--- config.mk ---
export PLATFORM = sky130hd
export DESIGN_NAME = wildcard_star_pattern_matcher_unit_flat
export DESIGN_NICKNAME = d
export VERILOG_FILES = /design/src/rtl/wspm_pkg.sv /design/src/rtl/wspm_if.sv /design/src/rtl/wspm_cell.sv /design/src/rtl/wildcard_star_pattern_matcher_unit.sv /design/src/flat_wrapper.sv
export SDC_FILE = /design/constraint.sdc
export NUM_CORES = 1
export LEC_CHECK = 0
export BUFFER_PORTS_ARGS = -buffer_cell sky130_fd_sc_hd__buf_2
export CORE_MARGIN = 4
export CORE_UTILIZATION = 45
export CTS_CLUSTER_SIZE = 16
export DETAILED_ROUTE_END_ITERATION = 8
export PLACE_DENSITY = 0.73
export SLEW_MARGIN = 25
export SYNTH_ARGS = -nofsm -noshare
export SYNTH_HDL_FRONTEND = slang
export SYNTH_HIERARCHICAL = 1
export SYNTH_SLANG_ARGS = --single-unit
--- constraint.sdc ---
create_clock -name clk -period 11.1 [get_ports clk]
set_input_delay 2.22 -clock clk [delete_from_list [all_inputs] [get_ports clk]]
set_output_delay 2.22 -clock clk [all_outputs]
set_load 0.01 [all_outputs]
--- src/rtl/wspm_pkg.sv ---
// Shared constants, register indexes and cell link types for the pattern matcher.
package wspm_pkg;

  localparam int MAX_ELEMENTS_DEF = 16;
  localparam int BYTE_W           = 8;
  localparam int CFG_DATA_W       = 64;
  localparam int CFG_IDX_W        = 3;
  localparam int MASK_W           = 16;
  localparam int COUNT_W          = 5;
  localparam int BYTES_PER_REG    = CFG_DATA_W / BYTE_W;

  typedef enum logic [CFG_IDX_W-1:0] {
    CFG_BYTES_LOW     = 3'd0,
    CFG_BYTES_HIGH    = 3'd1,
    CFG_STAR_MASK     = 3'd2,
    CFG_ANY_MASK      = 3'd3,
    CFG_ELEMENT_COUNT = 3'd4
  } cfg_idx_t;

  typedef struct packed {
    logic              in_text;
    logic              step;
    logic              clear;
    logic [BYTE_W-1:0] text_byte;
  } cell_ctl_t;

  typedef struct packed {
    logic cur;
    logic start;
    logic nxt;
  } cell_link_t;

endpackage

--- src/rtl/wspm_if.sv ---
// Handshake channel interfaces for text words, result words and register writes.
interface wspm_text_if;
  logic                       valid;
  logic                       ready;
  logic [wspm_pkg::BYTE_W-1:0] text_byte;
  logic                       byte_present;
  logic                       final_byte;

  modport source (output valid, text_byte, byte_present, final_byte, input ready);
  modport sink (input valid, text_byte, byte_present, final_byte, output ready);
endinterface

interface wspm_result_if;
  logic valid;
  logic ready;
  logic full_match;
  logic text_end;

  modport source (output valid, full_match, text_end, input ready);
  modport sink (input valid, full_match, text_end, output ready);
endinterface

interface wspm_cfg_if;
  logic                           valid;
  logic                           ready;
  logic [wspm_pkg::CFG_IDX_W-1:0]  index;
  logic [wspm_pkg::CFG_DATA_W-1:0] data;

  modport source (output valid, index, data, input ready);
  modport sink (input valid, index, data, output ready);
endinterface

--- src/rtl/wspm_cell.sv ---
// One pattern element cell: holds one prefix match bit and ripples star closure rightward.
module wspm_cell (
  input  logic                        clk,
  input  logic                        rst,
  input  wspm_pkg::cell_ctl_t         ctl,
  input  logic [wspm_pkg::BYTE_W-1:0] elem_byte,
  input  logic                        star,
  input  logic                        any,
  input  logic                        active,
  input  wspm_pkg::cell_link_t        left,
  output wspm_pkg::cell_link_t        right,
  output logic                        row_bit
);
  import wspm_pkg::*;

  logic row;
  logic row_next;
  logic hit;
  logic start_bit;
  logic cur_bit;
  logic nxt_bit;

  always_comb begin
    hit       = any | (elem_byte == ctl.text_byte);
    start_bit = active & left.start & star;
    cur_bit   = ctl.in_text ? row : start_bit;
    if (star) begin
      nxt_bit = active & (left.nxt | (cur_bit & hit));
    end else begin
      nxt_bit = active & left.cur & hit;
    end
    right.start = start_bit;
    right.cur   = cur_bit;
    right.nxt   = nxt_bit;
  end

  always_comb begin
    priority if (ctl.clear) begin
      row_next = 1'b0;
    end else if (ctl.step) begin
      row_next = nxt_bit;
    end else begin
      row_next = row;
    end
  end

  always_ff @(posedge clk) begin
    if (rst) begin
      row <= 1'b0;
    end else begin
      row <= row_next;
    end
  end

  assign row_bit = row;

endmodule

--- src/rtl/wildcard_star_pattern_matcher_unit.sv ---
// Top level of the wildcard star pattern matcher: registers, cell chain and result register.
// The result word of an accepted text word is registered and valid in the cycle after acceptance.
// Throughput: one text word per cycle unless backpressure stalls; the row update ripples once through the cell chain.
// Backpressure holds the result register; input is taken whenever it is empty or draining.
// Reset (rst, synchronous) clears config registers, out_valid, match row and inside-text flag.
module wildcard_star_pattern_matcher_unit #(
  parameter int MAX_ELEMENTS = wspm_pkg::MAX_ELEMENTS_DEF
) (
  input logic          clk,
  input logic          rst,
  wspm_text_if.sink    text_in,
  wspm_result_if.source result_out,
  wspm_cfg_if.sink     cfg
);
  import wspm_pkg::*;

  localparam int IDX_W = $clog2(MAX_ELEMENTS + 1);

  logic [CFG_DATA_W-1:0] bytes_low;
  logic [CFG_DATA_W-1:0] bytes_high;
  logic [MASK_W-1:0]     star_mask;
  logic [MASK_W-1:0]     any_mask;
  logic [COUNT_W-1:0]    element_count;

  logic [2*BYTES_PER_REG-1:0][BYTE_W-1:0] elem_bytes;
  logic [IDX_W-1:0]                       used_count;

  logic              inside_text;
  logic              inside_text_next;
  logic              in_acc;
  logic              out_valid;
  logic              full_match_q;
  logic              text_end_q;
  logic              match_bit;
  cell_ctl_t         ctl;
  cell_link_t        link [MAX_ELEMENTS+1];
  logic [MAX_ELEMENTS:0] cur_vec;
  logic [MAX_ELEMENTS:0] nxt_vec;
  logic [MAX_ELEMENTS:0] sel_vec;
  logic [MAX_ELEMENTS:1] row_q;

  assign cfg.ready = 1'b1;

  always_ff @(posedge clk) begin
    if (rst) begin
      bytes_low     <= '0;
      bytes_high    <= '0;
      star_mask     <= '0;
      any_mask      <= '0;
      element_count <= '0;
    end else if (cfg.valid) begin
      unique case (cfg_idx_t'(cfg.index))
        CFG_BYTES_LOW:     bytes_low     <= cfg.data;
        CFG_BYTES_HIGH:    bytes_high    <= cfg.data;
        CFG_STAR_MASK:     star_mask     <= cfg.data[MASK_W-1:0];
        CFG_ANY_MASK:      any_mask      <= cfg.data[MASK_W-1:0];
        CFG_ELEMENT_COUNT: element_count <= cfg.data[COUNT_W-1:0];
        default: ;
      endcase
    end
  end

  assign elem_bytes = {bytes_high, bytes_low};
  assign used_count = (element_count > COUNT_W'(MAX_ELEMENTS)) ? IDX_W'(MAX_ELEMENTS)
                                                               : element_count[IDX_W-1:0];

  assign text_in.ready = !out_valid || result_out.ready;
  assign in_acc        = text_in.valid && text_in.ready;

  always_comb begin
    ctl.in_text   = inside_text;
    ctl.step      = in_acc & text_in.byte_present;
    ctl.clear     = in_acc & text_in.final_byte;
    ctl.text_byte = text_in.text_byte;
  end

  assign link[0].cur   = !inside_text;
  assign link[0].start = 1'b1;
  assign link[0].nxt   = 1'b0;

  for (genvar j = 1; j <= MAX_ELEMENTS; j++) begin : g_cell
    wspm_cell u_cell (
      .clk       (clk),
      .rst       (rst),
      .ctl       (ctl),
      .elem_byte (elem_bytes[j-1]),
      .star      (star_mask[j-1]),
      .any       (any_mask[j-1]),
      .active    (IDX_W'(j) <= used_count),
      .left      (link[j-1]),
      .right     (link[j]),
      .row_bit   (row_q[j])
    );
  end

  for (genvar j = 0; j <= MAX_ELEMENTS; j++) begin : g_vec
    assign cur_vec[j] = link[j].cur;
    assign nxt_vec[j] = link[j].nxt;
  end

  assign sel_vec   = text_in.byte_present ? nxt_vec : cur_vec;
  assign match_bit = sel_vec[used_count];

  always_comb begin
    priority if (ctl.clear) begin
      inside_text_next = 1'b0;
    end else if (ctl.step) begin
      inside_text_next = 1'b1;
    end else begin
      inside_text_next = inside_text;
    end
  end

  always_ff @(posedge clk) begin
    if (rst) begin
      inside_text <= 1'b0;
      out_valid   <= 1'b0;
    end else begin
      inside_text <= inside_text_next;
      if (in_acc) begin
        out_valid <= 1'b1;
      end else if (result_out.ready) begin
        out_valid <= 1'b0;
      end
    end
  end

  always_ff @(posedge clk) begin
    if (in_acc) begin
      full_match_q <= match_bit;
      text_end_q   <= text_in.final_byte;
    end
  end

  assign result_out.valid      = out_valid;
  assign result_out.full_match = full_match_q;
  assign result_out.text_end   = text_end_q;

  a_accept_gives_word: assert property (@(posedge clk) disable iff (rst)
    in_acc |=> out_valid)
    else $error("accepted word produced no result");

  a_final_clears: assert property (@(posedge clk) disable iff (rst)
    (in_acc && text_in.final_byte) |=> (!inside_text && row_q == '0))
    else $error("final word did not clear the match row");

  a_byte_opens_text: assert property (@(posedge clk) disable iff (rst)
    (in_acc && text_in.byte_present && !text_in.final_byte) |=> inside_text)
    else $error("consumed byte did not open a text");

  a_idle_row_clear: assert property (@(posedge clk) disable iff (rst)
    !inside_text |-> (row_q == '0))
    else $error("match row holds bits outside a text");

endmodule
--- src/flat_wrapper.sv ---
// flat-port wrapper written by rule: the top's interface ports become plain ports
module wildcard_star_pattern_matcher_unit_flat import wspm_pkg::*;
#(
  parameter int MAX_ELEMENTS = wspm_pkg::MAX_ELEMENTS_DEF
)
  (clk, rst, text_in_valid, text_in_text_byte, text_in_byte_present, text_in_final_byte, text_in_ready, result_out_valid, result_out_full_match, result_out_text_end, result_out_ready, cfg_valid, cfg_index, cfg_data, cfg_ready);
  wspm_text_if text_in_i ();
  wspm_result_if result_out_i ();
  wspm_cfg_if cfg_i ();
  input logic clk;
  input logic rst;
  input wire logic [$bits(text_in_i.valid)-1:0] text_in_valid;
  input wire logic [$bits(text_in_i.text_byte)-1:0] text_in_text_byte;
  input wire logic [$bits(text_in_i.byte_present)-1:0] text_in_byte_present;
  input wire logic [$bits(text_in_i.final_byte)-1:0] text_in_final_byte;
  output wire logic [$bits(text_in_i.ready)-1:0] text_in_ready;
  output wire logic [$bits(result_out_i.valid)-1:0] result_out_valid;
  output wire logic [$bits(result_out_i.full_match)-1:0] result_out_full_match;
  output wire logic [$bits(result_out_i.text_end)-1:0] result_out_text_end;
  input wire logic [$bits(result_out_i.ready)-1:0] result_out_ready;
  input wire logic [$bits(cfg_i.valid)-1:0] cfg_valid;
  input wire logic [$bits(cfg_i.index)-1:0] cfg_index;
  input wire logic [$bits(cfg_i.data)-1:0] cfg_data;
  output wire logic [$bits(cfg_i.ready)-1:0] cfg_ready;
  assign text_in_i.valid = text_in_valid;
  assign text_in_i.text_byte = text_in_text_byte;
  assign text_in_i.byte_present = text_in_byte_present;
  assign text_in_i.final_byte = text_in_final_byte;
  assign text_in_ready = text_in_i.ready;
  assign result_out_valid = result_out_i.valid;
  assign result_out_full_match = result_out_i.full_match;
  assign result_out_text_end = result_out_i.text_end;
  assign result_out_i.ready = result_out_ready;
  assign cfg_i.valid = cfg_valid;
  assign cfg_i.index = cfg_index;
  assign cfg_i.data = cfg_data;
  assign cfg_ready = cfg_i.ready;
  wildcard_star_pattern_matcher_unit #(.MAX_ELEMENTS(MAX_ELEMENTS)) u_core (.clk(clk), .rst(rst), .text_in(text_in_i), .result_out(result_out_i), .cfg(cfg_i));
endmodule
==> summary.txt, run 1 <==
Floorplan
  – Die X: 158.4 um
  – Die Span Y: 158.4 um
  – IO Pins: 87
  – Die ar.: 25080 sq um
  – FP Rows: 54
  – Core ar.: 22030 sq um
  – Initial Util: 46.20%

Clocking
  – H-tree Lvls: 4
  – TritonCTS Buffers: 17
  – CTS tree: done
  – Clock Sinks: 185
  – Root Buffer: clkbuf_16
  – Clock tree buffer depth: 2
  – Post-CTS Setup Bufs: 0
  – Worst skew pair latency: 0.43 ns
  – Clock slew at reported path FFs: 0.07 ns
  – Hold_buf cts: 0

Finish
  – Fraction of layout cells with a size suffix above 1: 17.97%
  – Final design utilization: 50.91%
  – Nets: 1423
  – Design area: 11210 sq um
  – Syn-to-layout area delta: 10.19%
  – Antenna cell count: 0
  – Fill cell count: 2115

Drt
  – First-pass DRT Iterations: 5
  – Total number of vias: 9218
  – DRC errors left: 0
  – Total Wirelength: 29630 um
  – DR WL/cell: 18.16 um
  – Via density: 5.648
  – First DRT Iteration DRCs: 884
  – Remaining antenna violation count: 0

Placement
  – Area post-placement: 10580 sq um
  – IO Port Bufs: 85
  – Routability cong.: 0.9291
  – Detailed Place HPWL: 19850 um

Setup path
  – Slowest CP cell: a21oi_1
  – CP max FO: 3
  – Worst setup EP type: flop
  – CP Data Arrival Time: 10.82 ns
  – Worst path max stage delay: 0.28 ns
  – Crit Path Class: input port to flop
  – Worst EP required: 11.26 ns
  – Worst setup SP type: input port

Pwr
  – PD cells: 126.4 nW/um^2
  – Max rail drop VDD: 0.0001304 V
  – P_leak: 4.205 nW

Timing
  – Final hold vios: 0
  – Final period utilization: 96.04%
  – FMAX: 93.80 MHz
  – Setup Viol. Count Final: 0
  – Max Slew Vio Count: 0
  – Hold Worst Slack: 0.4584 ns
  – Worst-margin pin slew: 1.026 ns
  – Worst Clk Skew: 0.01156 ns
  – Min Tclk post-route: 10.66 ns
  – Slew headroom: 31.57%

GRT
  – Largest net degree at the start of global routing: 94
  – Vias in the first global route: 8646
  – Initial antenna violation count: 0
  – Total GRT Usage: 23.33%
  – Global route overflow: 0
  – First-pass GRT wire length: 46190 um

Outcome
  – Status: completed

Synthesis
  – Synth warnings: 6
  – Cell count after synthesis: 1309
  – Post-Syn Area: 10180 sq um
  – Syn_area_per_cell: 7.774 sq um

Min path
  – Tightest Hold Check Type: flop to flop

Run
  – Max Cap Viol: 0
==> cell type report <==
type,count,area [sq um],area share [%]
multi-input combinational,981,5777,51.52
clock buffer,21,460.4,4.106
tap,280,350.3,3.124
clock inverter,9,80.08,0.7141
timing repair buffer,119,683.2,6.092
sequential,185,3724,33.21
inverter,37,138.9,1.239
==> cell usage in the layout (no fill, tap or decap), types with 3 or more instances in the layout <==
cell type,count
a21oi_1,178
a31o_2,16
a41oi_1,12
a41oi_2,4
and3_1,4
buf_2,84
buf_4,35
clkbuf_16,17
conb_1,5
dfxtp_1,183
inv_1,37
inv_6,5
mux2i_1,18
nand2_1,366
nand2b_1,18
nand3_1,35
nand3b_1,17
nand4_1,17
nor2_1,28
nor2b_2,10
nor2b_4,6
nor4_2,32
o211ai_2,16
o21ai_0,38
o22ai_1,3
xor2_1,128
==> power by group <==
part / internal (mW) / switching, mW
sequential: 0.678 / 0.0123
clock: 0.303 / 0.276
combinational: 0.0494 / 0.0986
==> final timing paths <==
kind | to | cells past startpoint | startpoint | slack [ns]
max | u_core/result_out.full_match | 53 | text_in_text_byte[4] | 0.44
min | u_core/any_mask[15] | 2 | u_core/any_mask[15] | 0.46
max reg2reg | u_core/result_out.full_match | 55 | u_core/element_count[4] | 1.21
min reg2reg | u_core/any_mask[15] | 2 | u_core/any_mask[15] | 0.46
==> registers in the layout, summed over array words and instances, names as in the netlist <==
| register | cells |
|---|---|
| u_core/bytes_low | 64 |
| u_core/result_out.full_match | 1 |
| u_core/star_mask | 16 |
| u_core/element_count | 5 |
| u_core/g_cell.u_cell/row_bit | 16 |
| u_core/result_out.valid | 1 |
| u_core/result_out.text_end | 1 |
| u_core/bytes_high | 64 |
| u_core/any_mask | 16 |
| u_core/inside_text | 1 |
==> worst max-delay path: cells and delay by family <==
family	cells	cell delay, ns
compound gates	31	6.52
xor+xnor	1	0.18
buf+inv	1	0.11
mux	1	0.25
simple gates	19	1.50
==> through the flow <==
step                instances  power [mW]  worst slack, ns  TNS (ns)
finish                   1632       1.417           0.4395         0
detailed placement       1602      0.8509          -0.3715   -0.5614
floorplan                1312      0.7866           0.1081         0
global placement         1602      0.8484          0.07693         0
CTS                      1632       1.421          0.03224         0
global route             1632       1.462         -0.05206  -0.05206
==> per-layer routing <==
metal | global-route usage [%] | wire length (um) | vias up
li1 | - | - | 4427
met1 | 31.99 | 12860 | 4358
met2 | 37.54 | 13770 | 394
met3 | 4.349 | 2424 | 39
met4 | 7.027 | 579 | 0
met5 | 0 | 0 | -
==> what timing repair did <==
item                                   4_1_cts  5_1_grt
pin swaps                                    0        1
endpoints found under the hold margin        0        0
setup endpoints to repair                    1        3
resized for setup                            2       23
Note: power is estimated with default switching activity, not from simulation.
==> run 2: changes to the inputs <==
--- a/config.mk
+++ b/config.mk
@@ -6,11 +6,12 @@
 export NUM_CORES = 1
 export LEC_CHECK = 0
 export BUFFER_PORTS_ARGS = -buffer_cell sky130_fd_sc_hd__buf_2
-export CORE_MARGIN = 4
+export CORE_MARGIN = 5
 export CORE_UTILIZATION = 45
 export CTS_CLUSTER_SIZE = 16
 export DETAILED_ROUTE_END_ITERATION = 8
-export PLACE_DENSITY = 0.73
+export PLACE_DENSITY = 0.68
+export RECOVER_POWER = 50
 export SLEW_MARGIN = 25
 export SYNTH_ARGS = -nofsm -noshare
 export SYNTH_HDL_FRONTEND = slang
==> run 2 against run 1 <==
Net effect:
- the run now ends with capacitance limit, slew limit left
- wire length shrank 0.88%
- flip-flop and latch count is the same
- core utilization shrank 0.80 points
- sequential share of layout area shrank 0.081 points
- global-route usage shrank 1.0 points
==> summary.txt, run 2 (synthesis gave the netlist of run 1 again) <==
Clocking
  – Clock tree buffer depth: 2 (unchanged)
  – Clock Sinks: 185 (unchanged)
  – Clock slew at reported path FFs: 0.07 ns (about the same)
  – H-tree Lvls: 4 (unchanged)
  – Worst skew pair latency: 0.45 ns (+0.02 ns)
  – TritonCTS Buffers: 17 (unchanged)
  – Hold_buf cts: 0 (unchanged)
  – Post-CTS Setup Bufs: 0 (unchanged)
  – CTS tree: done
  – Post_cts resized: 0 (-2)
  – Root Buffer: clkbuf_16

Outcome
  – Failing checks: capacitance limit, slew limit
  – Status: complete, but fails checks

Setup path
  – Worst setup EP type: flop
  – Slowest CP cell: mux2_2
  – Worst setup SP type: input port
  – CP max FO: 3 (unchanged)
  – Worst R2R Path Depth: 55 (unchanged)
  – Crit Path Class: input port to flop
  – Worst path max stage delay: 0.26 ns (-0.02 ns)
  – CP dominant cell by count: a21oi_1
  – CP Data Arrival Time: 10.75 ns (-0.07 ns)
  – Worst EP required: 11.28 ns (+0.02 ns)

Min path
  – Hold path depth: 2 (unchanged)
  – Tightest Hold Check Type: flop to flop

Pwr
  – Max rail drop VDD: 0.0001060 V (-19%)
  – P_sw: 0.4009 mW (+3.6%)
  – Comb power frac: 10.5% (about the same)
  – Clock power frac: 41.2% (+0.4 points)
  – P_leak: 4.223 nW (+0.42%)
  – PD cells: 126.9 nW/um^2 (+0.44%)
  – Internal cell power: 1.026 mW (-0.41%)
  – Switching part of the total: 28.10% (+0.79 points)
  – Reg power frac: 48.3% (-0.4 points)

Finish
  – Fraction of layout cells with a size suffix above 1: 17.73% (-0.24 points)
  – Fill cell count: 2206 (+4.3%)
  – FF/Latch Area: 3724 sq um (unchanged)
  – Commonest non-fill, non-tap cells in the layout: nand2_1, dfxtp_1, a21oi_1, xor2_1, buf_2
  – Commonest non-fill, non-tap cell in the layout: nand2_1
  – Nets: 1428 (+0.35%)
  – Design area: 11240 sq um (+0.25%)
  – Final Non-Filler Cells: 1645 (+0.80%)
  – Biggest regs: u_core/bytes_high: 64 flops, u_core/bytes_low: 64 flops
  – Syn-to-layout area delta: 10.46%
  – Combined area of the multi-input logic cells: 5751 sq um (-0.45%)

Timing
  – Final WS setup: 0.5352 ns (+0.09565 ns)
  – Setup Viol. Count Final: 0 (unchanged)
  – FMAX: 94.65 MHz (+0.91%)
  – Worst Clk Skew: 0.01702 ns (+0.005458 ns)
  – Final period utilization: 95.18% (-0.86 points)
  – Hold Worst Slack: 0.4631 ns (+0.004672 ns)
  – Min Tclk post-route: 10.56 ns (-0.09565 ns)
  – Max Slew Vio Count: 186 (+186)
  – Worst-margin pin slew: 4.755 ns (+3.729 ns)
  – Final hold vios: 0 (unchanged)
  – Setup TNS: 0 ns (unchanged)
  – Slew headroom: -217.0% (-250 points)

GRT
  – Global route overflow: 0 (unchanged)
  – Total GRT Usage: 22.33% (-1.0 points)
  – Initial antenna violation count: 2 (+2)
  – Vias in the first global route: 8575 (-0.82%)
  – Largest net degree at the start of global routing: 109 (+16%)
  – First-pass GRT wire length: 45890 um (-0.64%)

Floorplan
  – Die X: 160.4 um (+1.3%)
  – Die ar.: 25720 sq um (+2.5%)
  – FP Rows: 55 (+1.9%)
  – IO Pins: 87 (unchanged)
  – Core ar.: 22430 sq um (+1.9%)
  – Die Span Y: 160.4 um (+1.3%)
  – Initial Util: 45.36% (-0.84 points)

Drt
  – Total Wirelength: 29370 um (-0.88%)
  – Remaining antenna violation count: 0 (unchanged)
  – Metal3 WL: 2298 um (-5.2%)
  – DR WL/cell: 17.86 um (-1.7%)
  – Via density: 5.519 (-2.3%)
  – Highest routed layer: met5
  – First-pass DRT Iterations: 7 (+2)
  – Met1 Wirelength: 12640 um (-1.7%)
  – Metal2 WL: 13710 um (-0.48%)
  – Total number of vias: 9078 (-1.5%)
  – DRC errors left: 0 (unchanged)
  – First DRT Iteration DRCs: 891 (+0.79%)

Placement
  – Area post-placement: 10620 sq um (+0.45%)
  – IO Port Bufs: 85 (unchanged)
  – Detailed Place HPWL: 20000 um (+0.79%)
  – Routability cong.: 0.8932 (-3.9%)
  – Pre-CTS WS: -0.2877 ns (+0.08383 ns)
  – Placed cell count: 1612 (+0.62%)

Run
  – Max Cap Viol: 2 (+2)
==> run 2: final cells by class <==
class | count | share of cell area (%)
Clock buffer | 19 | 3.851
Sequential cell | 185 | 33.13
Timing Repair Buffer | 124 | 6.311
Multi-Input combinational cell | 981 | 51.16
Clock inverter | 13 | 1.124
Tap cell | 285 | 3.172
Inverter | 37 | 1.236
Antenna cell | 1 | 0.02226
==> run 2: worst paths after layout <==
check / start / end / slack (ns)
setup / recovery: text_in_text_byte[2] / u_core/result_out.full_match / 0.54
setup reg to reg: u_core/element_count[3] / u_core/result_out.full_match / 1.49
hold / removal: u_core/any_mask[5] / u_core/any_mask[5] / 0.46
hold reg to reg: u_core/any_mask[5] / u_core/any_mask[5] / 0.46
==> run 2: worst max-delay path, delay by kind of cell <==
family / cells / cell delay [ns]
AO/OA/AOI/OAI: 31 / 6.37
AND/OR/NAND/NOR: 19 / 1.42
multiplexers: 1 / 0.26
buffers and inverters: 2 / 0.25
XOR/XNOR: 1 / 0.18
==> run 2: stage by stage <==
step | total power, mW | util (%)
CTS | 1.434 | 49.85
global placement | 0.8493 | 47.34
detailed placement | 0.8514 | 47.36
floorplan | 0.7866 | -
global route | 1.477 | 50.09
finish | 1.427 | 50.11
==> run 2: layer usage <==
layer  vias up  GRT usage (%)
li1       4443              -
met1      4301          29.19
met2       288          35.90
met3        44          6.082
met4         2          7.431
met5         -              0
==> run 2: power by group through the flow <==
stage / registers [mW] / clock network [mW] / logic (mW)
2_1_floorplan: 0.703 / 0 / 0.0840
3_3_place_gp: 0.703 / 0 / 0.146
3_5_place_dp: 0.704 / 0 / 0.148
4_1_cts: 0.688 / 0.598 / 0.148
5_1_grt: 0.690 / 0.624 / 0.163
6_report: 0.689 / 0.588 / 0.150
